### src/hdl/assert_macros.svh
// Assertion macros shared by the RTL. Synthesis builds define SYNTH so that
// every use collapses to nothing.
`ifndef ASSERT_MACROS_SVH
`define ASSERT_MACROS_SVH

`ifndef SYNTH
// Clocked check, switched off while the synchronous active-low reset is low.
`define KSD_ASSERT(lbl, clk, rstn, prop, msg) \
    lbl: assert property (@(posedge clk) disable iff (!(rstn)) (prop)) else $error(msg);
// Clocked check that also holds through reset.
`define KSD_ASSERT_ALWAYS(lbl, clk, prop, msg) \
    lbl: assert property (@(posedge clk) (prop)) else $error(msg);
`else
`define KSD_ASSERT(lbl, clk, rstn, prop, msg)
`define KSD_ASSERT_ALWAYS(lbl, clk, prop, msg)
`endif

`endif

### src/hdl/ksd_pkg.sv
`timescale 1ns / 1ps

package ksd_pkg;

    // Configuration register indexes.
    localparam logic [1:0] REG_UP_ARROW    = 2'd0;
    localparam logic [1:0] REG_DOWN_ARROW  = 2'd1;
    localparam logic [1:0] REG_LEFT_ARROW  = 2'd2;
    localparam logic [1:0] REG_RIGHT_ARROW = 2'd3;

    localparam logic [7:0] UP_ARROW_RESET    = 8'd128;
    localparam logic [7:0] DOWN_ARROW_RESET  = 8'd129;
    localparam logic [7:0] LEFT_ARROW_RESET  = 8'd130;
    localparam logic [7:0] RIGHT_ARROW_RESET = 8'd131;

    // Set-1 scan codes of interest.
    localparam logic [7:0] SC_PREFIX_EXT = 8'hE0;
    localparam logic [7:0] SC_UP         = 8'h48;
    localparam logic [7:0] SC_DOWN       = 8'h50;
    localparam logic [7:0] SC_LEFT       = 8'h4B;
    localparam logic [7:0] SC_RIGHT      = 8'h4D;
    localparam logic [7:0] SC_LSHIFT     = 8'h2A;
    localparam logic [7:0] SC_RSHIFT     = 8'h36;
    localparam logic [7:0] SC_LSHIFT_UP  = 8'hAA;
    localparam logic [7:0] SC_RSHIFT_UP  = 8'hB6;
    localparam logic [7:0] SC_TABLE_LEN  = 8'd58;

    // Translation tables, padded to 64 entries with zeros.
    localparam logic [7:0] PLAIN_TAB [0:63] = '{
        8'h00, 8'h00, 8'h31, 8'h32, 8'h33, 8'h34, 8'h35, 8'h36,
        8'h37, 8'h38, 8'h39, 8'h30, 8'h2D, 8'h3D, 8'h08, 8'h09,
        8'h71, 8'h77, 8'h65, 8'h72, 8'h74, 8'h79, 8'h75, 8'h69,
        8'h6F, 8'h70, 8'h5B, 8'h5D, 8'h0A, 8'h00, 8'h61, 8'h73,
        8'h64, 8'h66, 8'h67, 8'h68, 8'h6A, 8'h6B, 8'h6C, 8'h3B,
        8'h27, 8'h60, 8'h00, 8'h5C, 8'h7A, 8'h78, 8'h63, 8'h76,
        8'h62, 8'h6E, 8'h6D, 8'h2C, 8'h2E, 8'h2F, 8'h00, 8'h2A,
        8'h00, 8'h20, 8'h00, 8'h00, 8'h00, 8'h00, 8'h00, 8'h00
    };

    localparam logic [7:0] SHIFTED_TAB [0:63] = '{
        8'h00, 8'h00, 8'h21, 8'h40, 8'h23, 8'h24, 8'h25, 8'h5E,
        8'h26, 8'h2A, 8'h28, 8'h29, 8'h2D, 8'h2B, 8'h08, 8'h09,
        8'h51, 8'h57, 8'h45, 8'h52, 8'h54, 8'h59, 8'h55, 8'h49,
        8'h4F, 8'h50, 8'h7B, 8'h7D, 8'h0A, 8'h00, 8'h41, 8'h53,
        8'h44, 8'h46, 8'h47, 8'h48, 8'h4A, 8'h4B, 8'h4C, 8'h3A,
        8'h22, 8'h7E, 8'h00, 8'h7C, 8'h5A, 8'h58, 8'h43, 8'h56,
        8'h42, 8'h4E, 8'h4D, 8'h3C, 8'h3E, 8'h3F, 8'h00, 8'h2A,
        8'h00, 8'h20, 8'h00, 8'h00, 8'h00, 8'h00, 8'h00, 8'h00
    };

    typedef struct packed {
        logic [7:0] up;
        logic [7:0] down;
        logic [7:0] left;
        logic [7:0] right;
    } arrow_codes_t;

    // Outcome of decoding one scan byte.
    typedef struct packed {
        logic       push;
        logic [7:0] key;
        logic       ext_next;
        logic       shift_next;
    } decode_t;

endpackage

### src/hdl/keyboard_scancode_decoder_fifo_unit.sv
`timescale 1ns / 1ps

// Set-1 keyboard scan code decoder with a key queue. Each input transaction
// carries either a raw scan byte (s_tuser low) or a read request (s_tuser
// high); every input transaction produces exactly one registered output
// transaction. Scan bytes track the shift keys and the E0 prefix, translate
// make codes through the plain or shifted ASCII table, and queue the result;
// after E0 the four arrow keys queue the bytes held in the configuration
// registers. A read pops the oldest key, or answers zero with key_valid low
// when the queue is empty. A key that finds the queue full is discarded and
// key_dropped is raised. The queue holds QUEUE_DEPTH-1 keys in one RAM with
// a registered read port; the sustained rate is one transaction per cycle,
// set by that single RAM access per item, and s_tready drops only while a
// result is waiting and m_tready is low. No clearing pass is needed after
// reset: only written entries are ever popped.

`include "assert_macros.svh"

module keyboard_scancode_decoder_fifo_unit #(
    parameter int QUEUE_DEPTH = 256
) (
    input  logic       aclk,
    input  logic       aresetn,

    input  logic       s_tvalid,
    output logic       s_tready,
    input  logic [7:0] s_tdata,   // [7:0] scan_byte
    input  logic       s_tuser,   // [0] action: 0 scan byte, 1 read

    output logic       m_tvalid,
    input  logic       m_tready,
    output logic [7:0] m_tdata,   // [7:0] key_char
    output logic [1:0] m_tuser,   // [0] key_valid, [1] key_dropped

    input  logic       cfg_we,
    input  logic [1:0] cfg_index,
    input  logic [7:0] cfg_data
);

    localparam int PTR_W = $clog2(QUEUE_DEPTH);

    // Queue pointers; the queue is empty when they match.
    logic [PTR_W-1:0] wr_ptr_reg, wr_ptr_next;
    logic [PTR_W-1:0] rd_ptr_reg, rd_ptr_next;
    logic [PTR_W-1:0] wr_ptr_inc, rd_ptr_inc;

    logic shift_reg, ext_reg;
    ksd_pkg::arrow_codes_t arrows_reg;

    // Output register: flags are held here, the key byte comes from the RAM
    // read register, which only loads on a pop and so holds through a stall.
    logic m_valid_reg;
    logic key_valid_reg;
    logic key_dropped_reg;

    logic [7:0]       ram_rdata;
    ksd_pkg::decode_t dec;

    logic s_acc, is_read, q_empty, q_full;
    logic pop_go, push_go, drop_go, scan_go;

    ksd_decode u_decode (
        .scan_byte   (s_tdata),
        .ext_pending (ext_reg),
        .shift_held  (shift_reg),
        .arrows      (arrows_reg),
        .dec         (dec)
    );

    ksd_ram #(
        .WIDTH (8),
        .DEPTH (QUEUE_DEPTH)
    ) u_queue (
        .aclk  (aclk),
        .we    (push_go),
        .waddr (wr_ptr_reg),
        .wdata (dec.key),
        .re    (pop_go),
        .raddr (rd_ptr_reg),
        .rdata (ram_rdata)
    );

    // A new transaction is taken whenever the output slot is free or being
    // emptied in this cycle.
    assign s_tready = !m_valid_reg || m_tready;
    assign s_acc    = s_tvalid && s_tready;
    assign is_read  = s_tuser;

    assign wr_ptr_inc = (wr_ptr_reg == PTR_W'(QUEUE_DEPTH - 1)) ? '0
                                                               : wr_ptr_reg + PTR_W'(1);
    assign rd_ptr_inc = (rd_ptr_reg == PTR_W'(QUEUE_DEPTH - 1)) ? '0
                                                               : rd_ptr_reg + PTR_W'(1);
    assign q_empty = (wr_ptr_reg == rd_ptr_reg);
    assign q_full  = (wr_ptr_inc == rd_ptr_reg);

    // A push and a pop never share a cycle, so the RAM sees no same-address
    // collision; a key written in one cycle can be popped in the next.
    assign scan_go = s_acc && !is_read;
    assign pop_go  = s_acc && is_read && !q_empty;
    assign push_go = scan_go && dec.push && !q_full;
    assign drop_go = scan_go && dec.push && q_full;

    assign wr_ptr_next = push_go ? wr_ptr_inc : wr_ptr_reg;
    assign rd_ptr_next = pop_go ? rd_ptr_inc : rd_ptr_reg;

    always_ff @(posedge aclk) begin
        if (!aresetn) begin
            wr_ptr_reg      <= '0;
            rd_ptr_reg      <= '0;
            shift_reg       <= 1'b0;
            ext_reg         <= 1'b0;
            m_valid_reg     <= 1'b0;
            key_valid_reg   <= 1'b0;
            key_dropped_reg <= 1'b0;
            arrows_reg.up    <= ksd_pkg::UP_ARROW_RESET;
            arrows_reg.down  <= ksd_pkg::DOWN_ARROW_RESET;
            arrows_reg.left  <= ksd_pkg::LEFT_ARROW_RESET;
            arrows_reg.right <= ksd_pkg::RIGHT_ARROW_RESET;
        end else begin
            wr_ptr_reg <= wr_ptr_next;
            rd_ptr_reg <= rd_ptr_next;
            if (scan_go) begin
                shift_reg <= dec.shift_next;
                ext_reg   <= dec.ext_next;
            end
            if (s_acc) begin
                m_valid_reg     <= 1'b1;
                key_valid_reg   <= pop_go;
                key_dropped_reg <= drop_go;
            end else if (m_tready) begin
                m_valid_reg <= 1'b0;
            end
            if (cfg_we) begin
                case (cfg_index)
                    ksd_pkg::REG_UP_ARROW:    arrows_reg.up    <= cfg_data;
                    ksd_pkg::REG_DOWN_ARROW:  arrows_reg.down  <= cfg_data;
                    ksd_pkg::REG_LEFT_ARROW:  arrows_reg.left  <= cfg_data;
                    ksd_pkg::REG_RIGHT_ARROW: arrows_reg.right <= cfg_data;
                    default:                  arrows_reg       <= arrows_reg;
                endcase
            end
        end
    end

    assign m_tvalid = m_valid_reg;
    assign m_tdata  = key_valid_reg ? ram_rdata : 8'h00;
    assign m_tuser  = {key_dropped_reg, key_valid_reg};

    // A read result and a dropped key never come from the same transaction.
    `KSD_ASSERT(a_flags_exclusive, aclk, aresetn,
                m_tvalid |-> !(m_tuser[0] && m_tuser[1]),
                "key_valid and key_dropped raised together")
    // Without a popped key the character must read as zero.
    `KSD_ASSERT(a_char_zero_unless_valid, aclk, aresetn,
                (m_tvalid && !m_tuser[0]) |-> (m_tdata == 8'h00),
                "nonzero key_char without key_valid")
    // A stored key leaves the queue non-empty.
    `KSD_ASSERT(a_push_not_empty, aclk, aresetn,
                push_go |=> (wr_ptr_reg != rd_ptr_reg),
                "queue empty right after a push")
    // A decoded key meeting a full queue is reported as dropped.
    `KSD_ASSERT(a_full_reports_drop, aclk, aresetn,
                (scan_go && dec.push && q_full) |=> (m_tvalid && m_tuser[1]),
                "key lost on a full queue without key_dropped")
    // A pop never happens together with a push; pop_go itself excludes a pop on an empty queue.
    `KSD_ASSERT_ALWAYS(a_single_ram_access, aclk,
                       !(pop_go && push_go),
                       "push and pop in the same cycle")

endmodule

### src/hdl/ksd_ram.sv
`timescale 1ns / 1ps

module ksd_ram #(
    parameter int WIDTH = 8,
    parameter int DEPTH = 256,
    localparam int AW = (DEPTH > 1) ? $clog2(DEPTH) : 1
) (
    input  logic             aclk,
    input  logic             we,
    input  logic [AW-1:0]    waddr,
    input  logic [WIDTH-1:0] wdata,
    input  logic             re,
    input  logic [AW-1:0]    raddr,
    output logic [WIDTH-1:0] rdata
);

    logic [WIDTH-1:0] mem [0:DEPTH-1];
    logic [WIDTH-1:0] rdata_reg;

    always_ff @(posedge aclk) begin
        if (we) begin
            mem[waddr] <= wdata;
        end
        if (re) begin
            rdata_reg <= mem[raddr];
        end
    end

    assign rdata = rdata_reg;

endmodule

### src/hdl/ksd_decode.sv
`timescale 1ns / 1ps

module ksd_decode (
    input  logic [7:0]            scan_byte,
    input  logic                  ext_pending,
    input  logic                  shift_held,
    input  ksd_pkg::arrow_codes_t arrows,
    output ksd_pkg::decode_t      dec
);

    always_comb begin
        dec.push       = 1'b0;
        dec.key        = 8'h00;
        dec.ext_next   = ext_pending;
        dec.shift_next = shift_held;
        if (scan_byte == ksd_pkg::SC_PREFIX_EXT) begin
            dec.ext_next = 1'b1;
        end else if (ext_pending) begin
            // Anything but a further E0 after the prefix is consumed; only arrows produce a key.
            dec.ext_next = 1'b0;
            case (scan_byte)
                ksd_pkg::SC_UP: begin
                    dec.push = 1'b1;
                    dec.key  = arrows.up;
                end
                ksd_pkg::SC_DOWN: begin
                    dec.push = 1'b1;
                    dec.key  = arrows.down;
                end
                ksd_pkg::SC_LEFT: begin
                    dec.push = 1'b1;
                    dec.key  = arrows.left;
                end
                ksd_pkg::SC_RIGHT: begin
                    dec.push = 1'b1;
                    dec.key  = arrows.right;
                end
                default: begin
                    dec.push = 1'b0;
                end
            endcase
        end else if (scan_byte inside {ksd_pkg::SC_LSHIFT, ksd_pkg::SC_RSHIFT}) begin
            dec.shift_next = 1'b1;
        end else if (scan_byte inside {ksd_pkg::SC_LSHIFT_UP, ksd_pkg::SC_RSHIFT_UP}) begin
            dec.shift_next = 1'b0;
        end else if (scan_byte < ksd_pkg::SC_TABLE_LEN) begin
            dec.key  = shift_held ? ksd_pkg::SHIFTED_TAB[scan_byte[5:0]]
                                  : ksd_pkg::PLAIN_TAB[scan_byte[5:0]];
            dec.push = (dec.key != 8'h00);
        end
    end

endmodule
### config.mk
export PLATFORM = sky130hd
export DESIGN_NAME = keyboard_scancode_decoder_fifo_unit
export DESIGN_NICKNAME = d
export VERILOG_FILES = /design/src/hdl/ksd_pkg.sv /design/src/hdl/keyboard_scancode_decoder_fifo_unit.sv /design/src/hdl/ksd_ram.sv /design/src/hdl/ksd_decode.sv
export VERILOG_INCLUDE_DIRS = /design/src /design/src/hdl
export SDC_FILE = /design/constraint.sdc
export NUM_CORES = 2
export LEC_CHECK = 0
export BUFFER_PORTS_ARGS = -buffer_cell sky130_fd_sc_hd__buf_2
export CAP_MARGIN = 20
export CORE_UTILIZATION = 55
export CTS_BUF_LIST = sky130_fd_sc_hd__clkbuf_4 sky130_fd_sc_hd__clkbuf_8
export DETAILED_ROUTE_END_ITERATION = 16
export GPL_TIMING_DRIVEN = 0
export PLACE_DENSITY_LB_ADDON = 0.2
export SKIP_CTS_REPAIR_TIMING = 1
export SLEW_MARGIN = 20
export SYNTH_ARGS = -nofsm -noshare
export SYNTH_HDL_FRONTEND = slang
export SYNTH_HIERARCHICAL = 1
export SYNTH_SLANG_ARGS = --single-unit
### constraint.sdc
create_clock -name aclk -period 20.8 [get_ports aclk]
set_clock_uncertainty 0.1 [all_clocks]
set_input_delay 1.04 -clock aclk [delete_from_list [all_inputs] [get_ports aclk]]
set_output_delay 1.04 -clock aclk [all_outputs]
set_load 0.1 [all_outputs]
==> impl_results.md <==
* Run status: finished clean
* Dpl hpwl at 176000 um
* Grt ovf at 0
* Min-delay worst type: in -> reg
* Initial antenna violation count at 13
* Clk_lat worst skew at 1040 ps
* Required @ worst endpoint at 21330 ps
* Largest net degree at the start of global routing at 32
* Per-cell routed wire length at 36.0 um
* Psw at 0.00172 W
* Syn nets at 4290
* Yosys cell types at 91
* Ys Warns at 6
* Post-Synthesis Cells at 4252
* Drt first-iter violations at 7440
* Critical path, cell by cell: buf_2 -> buf_2 -> inv_1 -> ha_1 -> clkbuf_1 -> o21ai_0 -> o221ai_1 -> a32o_1 -> nor4_1 -> a31oi_1 -> o311ai_4 -> buf_6 -> inv_1 -> clkbuf_1 -> buf_1 -> nand3_1 -> clkbuf_2 -> nor2_1
* Fin crit period at 6660 ps
* Syn-to-layout area delta at 13.4%
* Max_slew headroom at 14.8%
* CP startpoint kind: primary input
* DRC at 0
* Final Hold Vio Count at 0
* Register area share after synthesis at 74.9%
* Crit-path slowest cell: nor2_1
* Fin util at 63.1%
* Final period util at 32.0%
* Max reg flops at 2048
* Cell area after synthesis at 0.0838 mm^2
* DIE HEIGHT at 392 um
* Vias in the first global route at 45700
* Final slew viol count at 0
* Clock Tree Root: clkbuf_8
* Global-route wire length before repair at 348000 um
* Ys flop type: edfxtp_1
* CTS tree: built
* Power Density at 87.6 mW/mm^2
* Die W at 392 um
* Crit path DAT at 7190 ps
* RSZ-0062 raised after global routing: false
* H-tree depth at 5
* Slowest stage delay, CP at 950 ps
* Crit end category: register
* Internal Pwr Total at 0.00660 W
* Clock Path Buffers at 4
* CTS Sinks at 2109
* Comb power frac at 2.3%
* Max Clk Rate at 0.150 GHz
* Top delay family on crit path: buffers and inverters
* Total power at 0.00832 W
* All-Layer GR Usage at 33.2%
* Post-layout net count at 4799
* Final ANT Viol Nets at 0
* Layout cells sized above 1 at 27.0%
* Commonest cells after routing, fill and taps aside: edfxtp_1, mux4_2, clkbuf_8, nor2_1, mux2i_1
* # rows at 142
* Post-Route WL at 253000 um
* CTS clk-pin slew, worst paths at 60 ps
* Final RePlAce weighted congestion at 1.03
* Clock network power share at 41.7%
* Vias at 47300
* Peak VDD IR at 61.3 uV
* Die Area at 0.154 mm^2
* Total CTS buffers at 347
* CORE AREA at 0.150 mm^2
* # setup viols final at 0
* Post-synth EDFFs at 2056
* Most common cell after layout, fill and taps aside: edfxtp_1
* Syn_area_per_cell at 19.7 um^2
* Crit path buf inv count at 9
* P_leak at 31.6 nW
* Crit Path Class: in -> reg
* FF+latch count, synth at 2109
* MaxCap Viol Count at 0
* Top layer in use: met5
* DP Area at 0.0885 mm^2
* TritonRoute pass-1 iters at 7
* Flop pwr share at 56.0%
* Routed wl met3 at 36700 um
* DRT met1 WL at 90400 um
* # IOs at 36
* Worst Tran Pin Value at 1280 ps
* Switching share of power at 20.6%
* Final instance area at 0.0950 mm^2
* Initial Util at 55.7%
* Detail Route met2 WL at 112000 um
* PortBufs at 33
* Number of fill cells at 10300
* Vias per cell at 6.74
* CP Max Fanout at 10
* Post-synth ARST share at 0%
==> worst register-to-register path, cell delays in order, from the launching register on <==
cell and delay [ps]:
dfxtp_1 410, clkbuf_1 490, nor2_1 170, a22oi_1 200, a32o_1 250, inv_1 60
a31oi_1 490, o311ai_4 260, buf_6 210, inv_1 50, clkbuf_1 660, buf_1 440
nand3_1 360, clkbuf_2 590, nor2_1 960
==> worst paths after layout <==
kind / start / endpoint / slack (ps) / cells after the start
worst min register to register: arrows_reg[10]$_SDFFE_PN0P_ / arrows_reg[10]$_SDFFE_PN0P_ / 360 / 2
worst max-delay path: s_tdata[0] / u_queue/mem[136][0]$_DFFE_PP_ / 14140 / 18
worst max register to register: shift_reg$_SDFFE_PN0P_ / u_queue/mem[136][0]$_DFFE_PP_ / 14710 / 14
worst min-delay path: s_tvalid / m_tvalid$_SDFFE_PN0P_ / 170 / 3
==> routing by layer <==
layer,vias to the layer above,track usage (%)
li1,18600,-
met1,24400,44.9
met2,3626,48.6
met3,643,11.7
met4,10,15.4
met5,-,0.128
==> cell usage after synthesis (all sizes together), types with 7 or more instances <==
cell type / n / share of area (%)
a2111oi: 7 / 0.11
a211oi: 27 / 0.28
a21boi: 21 / 0.20
a21oi: 118 / 0.71
a221oi: 22 / 0.24
a22o: 10 / 0.10
a22oi: 144 / 1.3
a31oi: 7 / 0.052
and2: 18 / 0.13
buf: 145 / 1.4
clkbuf: 126 / 0.56
dfxtp: 53 / 1.3
edfxtp: 2056 / 74
ha: 14 / 0.21
inv: 12 / 0.054
mux2i: 157 / 1.9
mux4: 456 / 12
nand2: 102 / 0.46
nand2b: 20 / 0.15
nand3: 54 / 0.32
nand4: 13 / 0.10
nor2: 310 / 1.4
nor2b: 57 / 0.43
nor3: 32 / 0.19
nor4: 32 / 0.28
o211ai: 15 / 0.13
o21ai: 35 / 0.21
o221ai: 50 / 0.53
o22ai: 29 / 0.22
or2: 8 / 0.060
or3: 7 / 0.055
xnor2: 7 / 0.073
xor2: 13 / 0.14
==> cells by family (layout without fill, tap and decap cells) <==
logic type / count (synthesis) / count (layout) / share of synthesized area [%]
other: 0 / 10 / 0
buffers and inverters: 286 / 1026 / 2.04
and+or+nand+nor: 680 / 680 / 3.85
DFF: 2109 / 2109 / 74.9
adders and majority gates: 14 / 14 / 0.209
muxes: 615 / 615 / 14.2
AOI/OAI and AO/OA: 528 / 528 / 4.57
xor gates and xnor gates: 20 / 20 / 0.218
==> cell type report <==
class	instances	area [um^2]	area share [%]
well taps	2016	2520	2.66
flip-flops and latches	2109	62800	66.1
diodes	10	25.0	0.0263
inverters	15	56.3	0.0593
plain buffers	271	1700	1.79
clock inverters	115	748	0.788
multi-input cells	1857	19400	20.4
clock buffers	465	5720	6.03
repair buffers	160	1980	2.09
==> power groups by stage <==
| stage | Combinational, W | Sequential, W | Clock (W) |
|---|---|---|---|
| 3_3_place_gp | 0.000150 | 0.00479 | 0 |
| 4_1_cts | 0.000184 | 0.00466 | 0.00350 |
| 3_5_place_dp | 0.000184 | 0.00474 | 0 |
| 5_1_grt | 0.000196 | 0.00465 | 0.00369 |
| 6_report | 0.000189 | 0.00466 | 0.00347 |
| 2_1_floorplan | 0.0000897 | 0.00476 | 0 |
==> stage by stage <==
step                cells  worst slack [ps]  TNS (ps)  hold slack (ps)
floorplan            4252              9410         0              340
global placement     6301              -419    -98480              353
detailed placement   6426             13390         0              359
CTS                  7006             14490         0              107
global route         7009             14170         0              130
finish               7018             14140         0              174
(Power assumes the default switching activity.)
